--- src/design/slip_frame_decoder_defines.svh ---
// ----------------------------------------------------------------------------
// SLIP frame decoder assertion macros
// Concurrent assertion wrappers used by the decoder core (slipd_decode.sv). Building
// with NO_ASSERTIONS defined compiles every use down to nothing.
// ----------------------------------------------------------------------------
`ifndef SLIP_FRAME_DECODER_DEFINES_SVH
`define SLIP_FRAME_DECODER_DEFINES_SVH

`ifndef NO_ASSERTIONS
// Clocked assertion, switched off while reset is held.
`define SLIPD_ASSERT(lbl, clk, rst, prop) \
  lbl: assert property (@(posedge clk) disable iff (rst) (prop)) \
    else $error("assertion failed");
// Clocked assertion that is also checked during reset.
`define SLIPD_ASSERT_ALWAYS(lbl, clk, prop) \
  lbl: assert property (@(posedge clk) (prop)) \
    else $error("assertion failed");
`else
`define SLIPD_ASSERT(lbl, clk, rst, prop)
`define SLIPD_ASSERT_ALWAYS(lbl, clk, prop)
`endif

`endif

--- src/design/slipd_pkg.sv ---
// ----------------------------------------------------------------------------
// SLIP decoder package
// Framing codes, result kinds, the default frame limit and the stage type
// that passes a registered line byte to the decoder.
// ----------------------------------------------------------------------------
package slipd_pkg;

  // Special characters of the SLIP framing scheme.
  localparam logic [7:0] SLIP_END     = 8'hc0;
  localparam logic [7:0] SLIP_ESC     = 8'hdb;
  localparam logic [7:0] SLIP_ESC_END = 8'hdc;
  localparam logic [7:0] SLIP_ESC_ESC = 8'hdd;

  // Default frame limit, in decoded bytes.
  localparam int MAX_FRAME_DEF = 256;

  // Kind of result beat.
  typedef enum logic [1:0] {
    EV_DATA  = 2'd0,
    EV_DONE  = 2'd1,
    EV_ABORT = 2'd2
  } event_kind_t;

  // A line byte held in the input register.
  typedef struct packed {
    logic       valid;
    logic [7:0] line_byte;
  } stage_t;

endpackage

--- src/design/slipd_in_if.sv ---
// ----------------------------------------------------------------------------
// SLIP decoder input channel
// Valid/ready channel carrying one received line byte per beat.
// ----------------------------------------------------------------------------
interface slipd_in_if;
  logic       valid;
  logic       ready;
  logic [7:0] line_byte;

  modport source (output valid, output line_byte, input ready);
  modport sink (input valid, input line_byte, output ready);
endinterface

--- src/design/slipd_out_if.sv ---
// ----------------------------------------------------------------------------
// SLIP decoder result channel
// Valid/ready channel carrying one decoder event per beat.
// ----------------------------------------------------------------------------
interface slipd_out_if;
  logic       valid;
  logic       ready;
  logic [1:0] event_kind;
  logic [7:0] data_byte;
  logic [7:0] byte_index;
  logic [7:0] frame_length;

  modport source (output valid, output event_kind, output data_byte,
                  output byte_index, output frame_length, input ready);
  modport sink (input valid, input event_kind, input data_byte,
                input byte_index, input frame_length, output ready);
endinterface

--- src/design/slipd_in_stage.sv ---
// ----------------------------------------------------------------------------
// SLIP decoder input register
// Captures one line byte per beat and holds it until the decoder takes it.
// ----------------------------------------------------------------------------
module slipd_in_stage
  import slipd_pkg::*;
(
  input  logic         clk,
  input  logic         rst,
  slipd_in_if.sink     rx,
  input  logic         take,
  output stage_t       stage
);

  logic       held;
  logic [7:0] held_byte;

  // The register is free when empty or when the decoder takes its byte.
  assign rx.ready = !held || take;

  // Valid flag of the input register.
  always_ff @(posedge clk) begin
    if (rst) begin
      held <= 1'b0;
    end else if (rx.ready) begin
      held <= rx.valid;
    end
  end

  // Payload needs no reset.
  always_ff @(posedge clk) begin
    if (rx.ready && rx.valid) begin
      held_byte <= rx.line_byte;
    end
  end

  assign stage.valid     = held;
  assign stage.line_byte = held_byte;

endmodule

--- src/design/slipd_decode.sv ---
// ----------------------------------------------------------------------------
// SLIP decoder core
// Holds the escape, in-frame and count state, decodes the registered line
// byte and loads the result register that drives the result channel.
// ----------------------------------------------------------------------------
`include "slip_frame_decoder_defines.svh"

module slipd_decode
  import slipd_pkg::*;
#(
  parameter int MAX_FRAME = MAX_FRAME_DEF
)
(
  input  logic         clk,
  input  logic         rst,
  input  stage_t       stage,
  output logic         take,
  slipd_out_if.source  ev
);

  localparam int CNT_W = $clog2(MAX_FRAME);
  localparam logic [CNT_W:0] LIMIT = (CNT_W + 1)'(MAX_FRAME);

  // Decoder state.
  logic             escape_pending, escape_pending_next;
  logic             in_frame, in_frame_next;
  logic [CNT_W-1:0] byte_count, byte_count_next;

  // Result register.
  logic             out_valid;
  event_kind_t      out_kind;
  logic [7:0]       out_data;
  logic [7:0]       out_index;
  logic [7:0]       out_length;

  // Combinational result.
  logic             have;
  event_kind_t      kind;
  logic [7:0]       data;
  logic [7:0]       index;
  logic [7:0]       length;
  logic             store;
  logic [7:0]       store_byte;
  logic [CNT_W:0]   count_inc;
  logic [CNT_W+7:0] count_wide;
  logic [7:0]       c;
  logic             proc;

  // The result register is free when empty or when its beat is taken.
  assign take = !out_valid || ev.ready;
  assign proc = stage.valid && take;
  assign c    = stage.line_byte;

  assign count_inc  = (CNT_W + 1)'(byte_count) + (CNT_W + 1)'(1);
  assign count_wide = {8'd0, byte_count};

  // Decode one line byte against the current state.
  always_comb begin
    escape_pending_next = escape_pending;
    in_frame_next       = in_frame;
    byte_count_next     = byte_count;
    have                = 1'b0;
    kind                = EV_DATA;
    data                = 8'd0;
    index               = 8'd0;
    length              = 8'd0;
    store               = 1'b0;
    store_byte          = 8'd0;

    if (escape_pending) begin
      // Only the two escape codes decode; anything else is dropped.
      escape_pending_next = 1'b0;
      if (c == SLIP_ESC_END) begin
        store      = 1'b1;
        store_byte = SLIP_END;
      end else if (c == SLIP_ESC_ESC) begin
        store      = 1'b1;
        store_byte = SLIP_ESC;
      end
    end else if (c == SLIP_END) begin
      if (byte_count != '0) begin
        have            = 1'b1;
        kind            = EV_DONE;
        length          = count_wide[7:0];
        byte_count_next = '0;
        in_frame_next   = 1'b0;
      end else begin
        in_frame_next = 1'b1;
      end
    end else if (c == SLIP_ESC) begin
      escape_pending_next = 1'b1;
    end else if (in_frame) begin
      store      = 1'b1;
      store_byte = c;
    end

    // A stored byte that reaches the frame limit aborts the frame.
    if (store) begin
      have  = 1'b1;
      data  = store_byte;
      index = count_wide[7:0];
      if (count_inc >= LIMIT) begin
        kind                = EV_ABORT;
        byte_count_next     = '0;
        in_frame_next       = 1'b0;
        escape_pending_next = 1'b0;
      end else begin
        kind            = EV_DATA;
        byte_count_next = count_inc[CNT_W-1:0];
      end
    end
  end

  // State registers advance once per processed byte.
  always_ff @(posedge clk) begin
    if (rst) begin
      escape_pending <= 1'b0;
      in_frame       <= 1'b0;
      byte_count     <= '0;
    end else if (proc) begin
      escape_pending <= escape_pending_next;
      in_frame       <= in_frame_next;
      byte_count     <= byte_count_next;
    end
  end

  // Valid flag of the result register.
  always_ff @(posedge clk) begin
    if (rst) begin
      out_valid <= 1'b0;
    end else if (proc) begin
      out_valid <= have;
    end else if (ev.ready) begin
      out_valid <= 1'b0;
    end
  end

  // Result payload.
  always_ff @(posedge clk) begin
    if (proc && have) begin
      out_kind   <= kind;
      out_data   <= data;
      out_index  <= index;
      out_length <= length;
    end
  end

  assign ev.valid        = out_valid;
  assign ev.event_kind   = out_kind;
  assign ev.data_byte    = out_data;
  assign ev.byte_index   = out_index;
  assign ev.frame_length = out_length;

  // An abort leaves the decoder fully cleared.
  `SLIPD_ASSERT(a_abort_clears, clk, rst,
    (proc && have && kind == EV_ABORT) |=>
      (byte_count == '0 && !in_frame && !escape_pending))
  // An escape flag never survives the next processed byte.
  `SLIPD_ASSERT(a_escape_once, clk, rst, (proc && escape_pending) |=> !escape_pending)
  // A completed frame restarts the count.
  `SLIPD_ASSERT(a_done_resets, clk, rst,
    (proc && have && kind == EV_DONE) |=> (byte_count == '0 && !in_frame))
  // A pending result leaves only when the sink takes it.
  `SLIPD_ASSERT(a_no_drop, clk, rst, ($fell(out_valid) && !$past(rst)) |-> $past(ev.ready))
  // The count stays below the frame limit once out of reset.
  `SLIPD_ASSERT(a_count_range, clk, rst, (CNT_W + 1)'(byte_count) < LIMIT)

endmodule

--- src/design/slip_frame_decoder.sv ---
// ----------------------------------------------------------------------------
// SLIP frame decoder
// Receive side of SLIP framing: decodes line bytes into data, frame-complete
// and overflow-abort events, each data byte tagged with its frame index.
//
//   Channel  Dir  Payload                                       Beat
//   rx       in   line_byte[7:0]                                one line byte
//   ev       out  event_kind[1:0] data_byte[7:0] byte_index[7:0]
//                 frame_length[7:0]                             one event
//
// A line byte is taken each cycle while rx ready is high; it passes the input
// register and the decode logic into the result register, where its event is
// presented until the sink takes it.
// Bytes that cause no event leave no beat.
// Reset is synchronous and clears the flags, the count and both valid bits.
// A stall on ev holds the result register, then the input register, and
// rx ready drops only when both are full.
// ----------------------------------------------------------------------------
module slip_frame_decoder
  import slipd_pkg::*;
#(
  parameter int MAX_FRAME = MAX_FRAME_DEF
)
(
  input  logic        clk,
  input  logic        rst,
  slipd_in_if.sink    rx,
  slipd_out_if.source ev
);

  stage_t stage;
  logic   take;

  // Input register.
  slipd_in_stage u_in_stage (
    .clk   (clk),
    .rst   (rst),
    .rx    (rx),
    .take  (take),
    .stage (stage)
  );

  // Decode logic, state and result register.
  slipd_decode #(
    .MAX_FRAME (MAX_FRAME)
  ) u_decode (
    .clk   (clk),
    .rst   (rst),
    .stage (stage),
    .take  (take),
    .ev    (ev)
  );

endmodule
--- src/flat_wrapper.sv ---
// flat-port wrapper written by rule: the top's interface ports become plain ports
module slip_frame_decoder_flat import slipd_pkg::*;
#(
  parameter int MAX_FRAME = MAX_FRAME_DEF
)
  (clk, rst, rx_valid, rx_line_byte, rx_ready, ev_valid, ev_event_kind, ev_data_byte, ev_byte_index, ev_frame_length, ev_ready);
  slipd_in_if rx_i ();
  slipd_out_if ev_i ();
  input  logic clk;
  input  logic rst;
  input wire logic [$bits(rx_i.valid)-1:0] rx_valid;
  input wire logic [$bits(rx_i.line_byte)-1:0] rx_line_byte;
  output wire logic [$bits(rx_i.ready)-1:0] rx_ready;
  output wire logic [$bits(ev_i.valid)-1:0] ev_valid;
  output wire logic [$bits(ev_i.event_kind)-1:0] ev_event_kind;
  output wire logic [$bits(ev_i.data_byte)-1:0] ev_data_byte;
  output wire logic [$bits(ev_i.byte_index)-1:0] ev_byte_index;
  output wire logic [$bits(ev_i.frame_length)-1:0] ev_frame_length;
  input wire logic [$bits(ev_i.ready)-1:0] ev_ready;
  assign rx_i.valid = rx_valid;
  assign rx_i.line_byte = rx_line_byte;
  assign rx_ready = rx_i.ready;
  assign ev_valid = ev_i.valid;
  assign ev_event_kind = ev_i.event_kind;
  assign ev_data_byte = ev_i.data_byte;
  assign ev_byte_index = ev_i.byte_index;
  assign ev_frame_length = ev_i.frame_length;
  assign ev_i.ready = ev_ready;
  slip_frame_decoder #(.MAX_FRAME(MAX_FRAME)) u_core (.clk(clk), .rst(rst), .rx(rx_i), .ev(ev_i));
endmodule
--- config.mk ---
export PLATFORM = sky130hd
export DESIGN_NAME = slip_frame_decoder_flat
export DESIGN_NICKNAME = d
export VERILOG_FILES = /design/src/design/slipd_pkg.sv /design/src/design/slipd_in_if.sv /design/src/design/slipd_out_if.sv /design/src/design/slipd_in_stage.sv /design/src/design/slipd_decode.sv /design/src/design/slip_frame_decoder.sv /design/src/flat_wrapper.sv
export VERILOG_INCLUDE_DIRS = /design/src /design/src/design
export SDC_FILE = /design/constraint.sdc
export NUM_CORES = 1
export LEC_CHECK = 0
export ABC_AREA = 1
export BUFFER_PORTS_ARGS = -buffer_cell sky130_fd_sc_hd__buf_2
export CAP_MARGIN = 20
export CORE_MARGIN = 8
export CORE_UTILIZATION = 58
export CTS_CLUSTER_SIZE = 24
export DETAILED_ROUTE_END_ITERATION = 8
export PLACE_DENSITY = 0.89
export REMOVE_ABC_BUFFERS = 1
export SYNTH_ARGS = -nofsm -noshare
export SYNTH_HDL_FRONTEND = slang
export SYNTH_SLANG_ARGS = --single-unit
--- constraint.sdc ---
create_clock -name clk -period 2.7 [get_ports clk]
set_input_delay 0.54 -clock clk [delete_from_list [all_inputs] [get_ports clk]]
set_output_delay 0.54 -clock clk [all_outputs]
set_load 0.05 [all_outputs]
==> results of run 1 <==
-- per-layer routing --
metal | GRT usage, % | wire length (um)
met1 | 13.0 | 1570
met2 | 20.2 | 1640
met3 | 4.60 | 279
met4 | 7.88 | 89
met5 | 0 | 0
-- where the power goes --
| group | leakage (nW) | internal [mW] | switching, mW |
|---|---|---|---|
| Sequential | 0.468 | 0.762 | 0.00800 |
| Clock | 0.0399 | 0.193 | 0.195 |
| Combinational | 0.555 | 0.0141 | 0.0250 |
-- kinds of logic after synthesis --
| family | Yosys count | synth area share (%) |
|---|---|---|
| compound gates | 14 | 3.35 |
| xor+xnor | 2 | 0.837 |
| fa+ha+maj | 2 | 1.20 |
| buf+inv | 35 | 7.12 |
| flops | 46 | 60.3 |
| simple gates | 116 | 27.2 |
-- worst max-delay path, cell delays in order, from the launching register on --
cell and delay, ns:
dfxtp_1 0.38, inv_1 0.12, ha_1 0.21, nor3b_1 0.13
nand2_1 0.06, nand3_1 0.12, nand3_4 0.18, nand2_2 0.11
inv_2 0.44
-- worst max-delay path by stage --
stage / end / cells past startpoint / slack, ns / from
final: u_core.u_decode.ev.data_byte[5] / 8 / 0.59 / u_core.u_decode.byte_count[0]
after global routing: u_core.u_decode.ev.byte_index[0] / 8 / 0.41 / u_core.u_decode.byte_count[0]
after CTS: u_core.u_decode.ev.data_byte[0] / 8 / 0.61 / u_core.u_decode.byte_count[0]
after detailed placement: u_core.u_decode.ev.data_byte[0] / 8 / 0.63 / u_core.u_decode.byte_count[0]
after global placement: u_core.u_decode.ev.data_byte[0] / 8 / 0.69 / u_core.u_decode.byte_count[0]
after floorplan: u_core.u_decode.ev.byte_index[0] / 8 / 0.62 / u_core.u_decode.byte_count[0]
-- final cells by class --
class,count,share of cell area (%)
Clock buffer,6,1.72
Clock inverter,2,1.40
Inverter,31,4.84
Multi-Input combinational cell,134,28.4
Sequential cell,46,52.4
Tap cell,48,2.50
Timing Repair Buffer,41,8.74
-- cell usage in the layout (no fill, tap or decap) --
| cell type | instances |
|---|---|
| nor2_1 | 41 |
| buf_2 | 39 |
| nand2_1 | 37 |
| edfxtp_1 | 34 |
| inv_1 | 24 |
| nand3_1 | 14 |
| dfxtp_1 | 12 |
| a21oi_1 | 8 |
| inv_2 | 7 |
| nand3_2 | 7 |
| nand2_2 | 5 |
| o21ai_0 | 5 |
| clkbuf_4 | 5 |
| nor2_2 | 3 |
| nand3_4 | 2 |
| xor2_1 | 2 |
| nor3_1 | 2 |
| ha_1 | 2 |
| buf_4 | 2 |
| nor3b_1 | 1 |
| nor2_4 | 1 |
| nor3_2 | 1 |
| nand2b_1 | 1 |
| o21ai_1 | 1 |
| nand4_1 | 1 |
| clkinv_1 | 1 |
| bufinv_16 | 1 |
| clkbuf_1 | 1 |
-- flip-flops by register name, summed over array words and instances, names as in the netlist --
signal,cells
u_core.u_decode.ev.frame_length,8
u_core.u_in_stage.held,1
u_core.u_decode.in_frame,1
u_core.u_decode.escape_pending,1
u_core.u_decode.ev.data_byte,8
u_core.u_decode.ev.valid,1
u_core.u_decode.ev.event_kind,2
u_core.u_in_stage.held_byte,8
u_core.u_decode.byte_count,8
u_core.u_decode.ev.byte_index,8
==> flow_summary.ini, run 1 <==
[detailed_routing]
routedWlPerCell_um = 11.6
drcViolationCount = 0
vias = 1509
first_iter_violations = 130
viasPerCell = 4.90
first_pass_iters = 4
antenna_left = 0
drt_wl_total_um = 3580

[hold_path]
hp-class = in -> reg
worstHoldPathCells = 1
min_from = rx_line_byte[3]
worstHoldEndpoint = u_core.u_in_stage.held_byte[3]

[logic_synthesis]
syn-instance-count = 215
yosysWarnings = 0
yosysTopAreaCell = edfxtp_1
synth_common_cells = 41 x nor2_1, 37 x nand2_1, 34 x edfxtp_1, 24 x inv_1, 14 x nand3_1
synthTopCellsByArea = edfxtp_1 49%, dfxtp_1 11%, nor2_1 7.4%
synth-seq-area-share_pct = 60.3
synth_top_area_share_pct = 48.8
ys_ff_latch = 46
synth_edf_count = 34
postSynthAreaPerCell_sq_um = 9.73
ys.flop_type = edfxtp_1
async_flop_share_pct = 0
syn_area_sq_um = 2090
yosysMostFrequentCell = nor2_1
ys_types = 25

[worst_setup_path]
rrSetupSlack_ns = 0.59
worst-setup-path-type = reg -> reg
endpoint_kind = flip-flop
r2r_start = u_core.u_decode.byte_count[0]
reg2reg_depth = 8
critical_path_required_ns = 2.70
startpoint_type = flip-flop
crit_path_max_fanout = 30
crit_arrival_ns = 2.10
r2r-end = u_core.u_decode.ev.data_byte[5]

[sta]
post-route-period-util_pct = 78.0
fin_crit_ns = 2.11
whs_ns = 0.360
skew_ns = 0.00811
finalHoldViolCount = 0
slew_viol_final = 0
max_freq_ghz = 0.475
rsz0062_at_grt = false
worst_slew_pin_slew_ns = 0.570
fin_ws_ns = 0.593
setup_violations = 0
tns_ns = 0
max-slew-margin-rel_pct = 61.9

[run_status]
status = finished clean

[power]
total_power_mw = 1.20
power.density_nw_per_um2 = 498
peakVddDrop_mv = 0.384
leakage_nw = 1.06

[cts]
cts-resized-gates = 0
cts_tree = done
htree_levels = 2
cts.sink_count = 46
clk_pin_slew_worst_paths_ns = 0.12
ctsHoldBuffers = 0
cts_buffer_depth = 2
clkLatencyLatePin_ns = 0.35
numCtsBuffers = 5
cts_root_buf = clkbuf_4
cts_setup_buffers = 0

[flow_run]
cap_violations = 0

[grt]
grt_pass1_vias = 1416
overflow = 0
grt_pass1_wl_um = 5970
grt_max_degree = 31
antenna_found_initial = 0
gr-usage-all-layers_pct = 12.3

[final_layout]
fin_cells = 308
area_delta_synth_final_pct = 15.0
final-seq-area_sq_um = 1260
n_fill_cell = 272
multi_input_area_sq_um = 682
finalInstanceArea_sq_um = 2400
nets = 273
drive_gt1_share_pct = 28.1
fin_util_pct = 67.7
diodes = 0

[floorplanning]
die_h_um = 76.1
die_area_sq_um = 5780
initial_core_util_pct = 58.9
coreArea_sq_um = 3550
fp.dieW_um = 76.1
rows = 22
io_pins = 40

[placement]
dpl_worst_slack_ns = 0.628
place_inst = 300
io_buffers = 39
place_area_sq_um = 2330
dp_hpwl_um = 2660
globalplace.congestion = 0.867
Power figures use the tool's default switching activity.
==> run 2: changes to the inputs <==
--- a/config.mk
+++ b/config.mk
@@ -10,10 +10,10 @@
 export BUFFER_PORTS_ARGS = -buffer_cell sky130_fd_sc_hd__buf_2
 export CAP_MARGIN = 20
 export CORE_MARGIN = 8
-export CORE_UTILIZATION = 58
+export CORE_UTILIZATION = 49
 export CTS_CLUSTER_SIZE = 24
 export DETAILED_ROUTE_END_ITERATION = 8
-export PLACE_DENSITY = 0.89
+export PLACE_DENSITY = 0.81
 export REMOVE_ABC_BUFFERS = 1
 export SYNTH_ARGS = -nofsm -noshare
 export SYNTH_HDL_FRONTEND = slang
==> constraint.sdc (replaced) <==
create_clock -name clk -period 1.8 [get_ports clk]
set_input_delay 0.36 -clock clk [delete_from_list [all_inputs] [get_ports clk]]
set_output_delay 0.36 -clock clk [all_outputs]
set_load 0.05 [all_outputs]
==> flow_summary.ini, run 2 (same netlist as run 1, synthesis figures left out) <==
[detailed_routing]
viasPerCell = 4.85
vias = 1522
antenna_left = 0
routedWlPerCell_um = 12.2
drcViolationCount = 0
first_iter_violations = 99
first_pass_iters = 4
drt_wl_total_um = 3840

[sta]
slew_viol_final = 0
skew_ns = 0.00793
finalHoldViolCount = 0
setup_violations = 0
max-slew-margin-rel_pct = 80.8
whs_ns = 0.241
worst_slew_pin_slew_ns = 0.286
fin_crit_ns = 1.70
post-route-period-util_pct = 94.4
max_freq_ghz = 0.589

[worst_setup_path]
critical_path_required_ns = 1.80
rrSetupSlack_ns = 0.10
worst-setup-path-type = reg -> reg
reg2reg_depth = 9
r2r_start = u_core.u_decode.byte_count[0]
r2r-end = u_core.u_decode.ev.frame_length[6]
crit_arrival_ns = 1.70
crit_path_cell_trace = inv_1 > ha_1 > nor3b_1 > nand2_1 > nand3_1 > nand3_4 > nand2_2 > inv_2 > buf_12
cpPeakStageDelay_ns = 0.36
endpoint_kind = flip-flop
startpoint_type = flip-flop
slowest_stage = dfxtp_1
crit_path_max_fanout = 20

[cts]
cts_setup_buffers = 0
clk_pin_slew_worst_paths_ns = 0.08
cts_buffer_depth = 2
cts-resized-gates = 0
cts_root_buf = clkbuf_8
numCtsBuffers = 5
clkLatencyLatePin_ns = 0.29
htree_levels = 2
cts_tree = done
ctsHoldBuffers = 0
cts.sink_count = 46

[floorplanning]
fp.dieW_um = 81.3
io_pins = 40
die_area_sq_um = 6620
coreArea_sq_um = 4060
die_h_um = 81.3
initial_core_util_pct = 51.6
rows = 23

[grt]
overflow = 0
antenna_found_initial = 0
grt_max_degree = 21
gr-usage-all-layers_pct = 12.0
grt_pass1_vias = 1422
grt_pass1_wl_um = 6220

[placement]
globalplace.congestion = 0.843
place_area_sq_um = 2370
place_inst = 306
dp_hpwl_um = 2880
io_buffers = 39

[power]
peakVddDrop_mv = 0.543
power.density_nw_per_um2 = 732
leakage_nw = 1.11

[final_layout]
finalInstanceArea_sq_um = 2460
area_delta_synth_final_pct = 17.7
mostFrequentLayoutCells = 41 x nor2_1, 39 x buf_2, 37 x nand2_1
drive_gt1_share_pct = 29.9
n_fill_cell = 333
layout_commonest_cell = nor2_1
diodes = 0
fin_cells = 314
nets = 277

[hold_path]
min_from = rx_line_byte[1]
worstHoldPathCells = 1
worstHoldEndpoint = u_core.u_in_stage.held_byte[1]
hp-class = in -> reg

[run_status]
status = finished clean

[flow_run]
cap_violations = 0
-- run 2: cell types whose count changed in the layout (fill, tap and decap cells not counted), sizes merged --
| cell | delta |
|---|---|
| bufinv | -1 |
| clkinv | +1 |
| buf | +4 |
-- run 2: critical path, delay by kind of cell, from the launching register on --
family / cells / cell delay (ns)
buffers and inverters: 3 / 0.33
and+or+nand+nor: 5 / 0.53
DFF: 1 / 0.36
adders and majority gates: 1 / 0.19
-- run 2: power by group --
group | total, mW | internal (mW) | switching, mW
Clock | 0.589 | 0.269 | 0.320
Combinational | 0.0595 | 0.0213 | 0.0382
Sequential | 1.15 | 1.14 | 0.0111
-- run 2: worst max path at each step --
stage / to / slack [ns] / start / cells past startpoint
2_1_floorplan: u_core.u_decode.ev.byte_index[0] / -0.28 / u_core.u_decode.byte_count[0] / 8
3_3_place_gp: u_core.u_decode.ev.data_byte[3] / 0.19 / u_core.u_decode.byte_count[1] / 9
3_5_place_dp: u_core.u_decode.ev.data_byte[3] / 0.11 / u_core.u_decode.byte_count[1] / 9
4_1_cts: u_core.u_decode.ev.data_byte[7] / 0.09 / u_core.u_decode.byte_count[1] / 9
5_1_grt: u_core.u_decode.byte_count[7] / -0.03 / u_core.u_decode.byte_count[1] / 11
6_report: u_core.u_decode.ev.frame_length[6] / 0.10 / u_core.u_decode.byte_count[0] / 9
-- run 2: layout make-up --
class,count,area (sq um),area share [%]
sequential,46,1260,51.3
multi-input combinational,134,682,27.7
timing repair buffer,45,256,10.4
inverter,31,116,4.73
clock buffer,6,72.6,2.95
tap,50,62.6,2.54
clock inverter,2,10.0,0.407
-- run 2: per-stage QoR --
stage | power [mW] | utilization [%] | setup TNS, ns | setup slack, ns
2_1_floorplan | 1.21 | - | -8.01 | -0.284
3_3_place_gp | 1.24 | 58.5 | 0 | 0.187
3_5_place_dp | 1.24 | 58.5 | 0 | 0.113
4_1_cts | 1.82 | 60.6 | 0 | 0.0924
5_1_grt | 1.86 | 60.7 | -0.297 | -0.0277
6_report | 1.80 | 60.7 | 0 | 0.101
-- run 2: per-layer routing --
metal  routed length [um]  up-vias  GRT usage [%]
met2                 1870       50           20.4
met4                   73        0           7.50
met3                  258        7           2.32
met1                 1640      679           13.7
li1                     -      786              -
met5                    0        -              0
==> run 3: changes to the inputs <==
--- a/config.mk
+++ b/config.mk
@@ -17,4 +17,5 @@
 export REMOVE_ABC_BUFFERS = 1
 export SYNTH_ARGS = -nofsm -noshare
 export SYNTH_HDL_FRONTEND = slang
+export SYNTH_HIERARCHICAL = 1
 export SYNTH_SLANG_ARGS = --single-unit
==> flow_summary.ini, run 3 <==
[power]
p_comb_share_pct = 3.3
p_int_mw = 1.58
switching_share_pct = 18.9
power.density_nw_per_um2 = 772
p_sw_uw = 368
leakage_nw = 1.16
total_power_mw = 1.95
clkPwrFrac_pct = 37.4
p_seq_share_pct = 59.2
peakVddDrop_mv = 0.481

[sta]
setup_violations = 0
finalHoldViolCount = 0
worst_slew_pin_slew_ns = 0.284
slew_viol_final = 0
skew_ns = 0.00432
max_freq_ghz = 0.603
whs_ns = 0.239
max-slew-margin-rel_pct = 81.0
fin_crit_ns = 1.66
tns_ns = 0
post-route-period-util_pct = 92.2

[final_layout]
diodes = 0
fin_cells = 323
drive_gt1_share_pct = 27.1
layout_commonest_cell = nor2_1
multi_input_area_sq_um = 657
area_delta_synth_final_pct = 21.9
nets = 286
final-seq-area_sq_um = 1260
n_fill_cell = 337
mostFrequentLayoutCells = 44 x nor2_1, 39 x buf_2, 36 x nand2_1

[worst_setup_path]
cpMostUsedCell = nor2_1
endpoint_kind = flip-flop
crit_path_cell_trace = nor2_1 > nand2_1 > nor2_1 > nand3_1 > nand3_2 > nand2_4 > inv_4 > buf_12
startpoint_type = flip-flop
crit_arrival_ns = 1.67
cpPeakStageDelay_ns = 0.46
slowest_stage = edfxtp_1
critical_path_required_ns = 1.81
crit_path_max_fanout = 15
critical_path.top_delay_family = simple AND/OR/NAND/NOR gates
path_buf_inv = 2
worst-setup-path-type = reg -> reg

[detailed_routing]
first_iter_violations = 190
vias = 1628
antenna_left = 0
viasPerCell = 5.04
first_pass_iters = 4
routedWlPerCell_um = 12.9
drcViolationCount = 0
drt_wl_total_um = 4170

[grt]
overflow = 0
grtUsageMet2_pct = 20.7
busiest_layer = met2
met1_usage_pct = 15.8
grt_pass1_vias = 1470
grt_pass1_wl_um = 6760
gr-usage-all-layers_pct = 13.2
grt_max_degree = 31
grt_use_met3_pct = 3.75
antenna_found_initial = 0

[cts]
cts_tree = done
numCtsBuffers = 5
clkLatencyLatePin_ns = 0.29
cts.sink_count = 46
cts_buffer_depth = 2
htree_levels = 2
clk_pin_slew_worst_paths_ns = 0.08
cts_root_buf = clkbuf_8

[floorplanning]
die_h_um = 81.0
initial_core_util_pct = 51.4
die_area_sq_um = 6560
coreArea_sq_um = 4030
fp.dieW_um = 81.0
rows = 23
io_pins = 40

[logic_synthesis]
yosysMostFrequentCell = nor2_1
ys_types = 24
synthTopCellsByArea = edfxtp_1 49%, dfxtp_1 12%, nor2_1 8.0%
async_flop_share_pct = 0
ys.flop_type = edfxtp_1
syn_area_sq_um = 2070
synth_edf_count = 34
yosysWarnings = 6
yosysTopAreaCell = edfxtp_1
synth_common_cells = 44 x nor2_1, 37 x nand2_1, 34 x edfxtp_1, 29 x inv_1, 18 x nand3_1
postSynthAreaPerCell_sq_um = 9.41
synth-seq-area-share_pct = 60.9
syn-instance-count = 220
ys_ff_latch = 46
synth_top_area_share_pct = 49.3

[placement]
dp_hpwl_um = 2980
place_inst = 310
io_buffers = 39
globalplace.congestion = 0.956

[flow_run]
cap_violations = 0

[hold_path]
hp-class = in -> reg

[run_status]
status = finished clean
run 3: changes by cell type in the layout (fill, tap and decap cells not counted), sizes merged:
cell	previous run	this run
bufinv	0	1
nand2	42	41
inv	31	33
xor2	2	0
o21ai	6	8
clkinv	2	0
a21oi	8	9
nor2	45	47
nor4	0	1
clkbuf	6	8
nand2b	1	0
buf	45	49
run 3: final timing paths:
kind	startpoint	cells after the start	slack [ns]	endpoint
max	u_core/u_in_stage/held_byte[1]	8	0.14	u_core/u_decode/ev.frame_length[6]
min	rx_line_byte[6]	1	0.24	u_core/u_in_stage/held_byte[6]
max reg2reg	u_core/u_in_stage/held_byte[1]	8	0.14	u_core/u_decode/ev.frame_length[6]
min reg2reg	u_core/u_in_stage/held	2	0.50	u_core/u_in_stage/held
run 3: per-stage QoR:
step,worst slack [ns],area [sq um],utilization (%)
2_1_floorplan,-0.303,2030,-
3_3_place_gp,0.163,2350,58.3
3_5_place_dp,0.100,2350,58.3
4_1_cts,0.0817,2460,61.0
5_1_grt,-0.0138,2520,62.7
6_report,0.141,2520,62.7
run 3: final cells by class:
cell class | instances | area share (%)
Clock buffer | 7 | 3.02
Clock inverter | 1 | 1.19
Inverter | 33 | 5.00
Multi-Input combinational cell | 136 | 26.0
Sequential cell | 46 | 50.0
Tap cell | 50 | 2.48
Timing Repair Buffer | 50 | 12.3
run 3: per-layer routing:
metal	wire length [um]	share of wire, %
met5	0	0
met4	124	3.0
met3	382	9.2
met2	1980	47
met1	1690	40
run 3: logic make-up after synthesis:
logic type	after synthesis	synth area share [%]
AOI/OAI and AO/OA	17	4.29
DFF	46	60.9
adders and majority gates	2	1.21
and+or+nand+nor	117	25.9
buffers and inverters	38	7.73
run 3: timing repair:
action / in CTS / in global routing
buffers inserted: 0 / 3
endpoints found under the hold margin: 0 / 0
hold buffers: 0 / 0
resized for setup: 0 / 3
setup endpoints to repair: 0 / 33
run 3: power by group through the flow:
stage	registers, mW	logic [mW]	clock network [mW]
2_1_floorplan	1.18	0.0384	0
3_3_place_gp	1.18	0.0607	0
3_5_place_dp	1.18	0.0626	0
4_1_cts	1.16	0.0632	0.746
5_1_grt	1.16	0.0730	0.783
6_report	1.16	0.0647	0.730
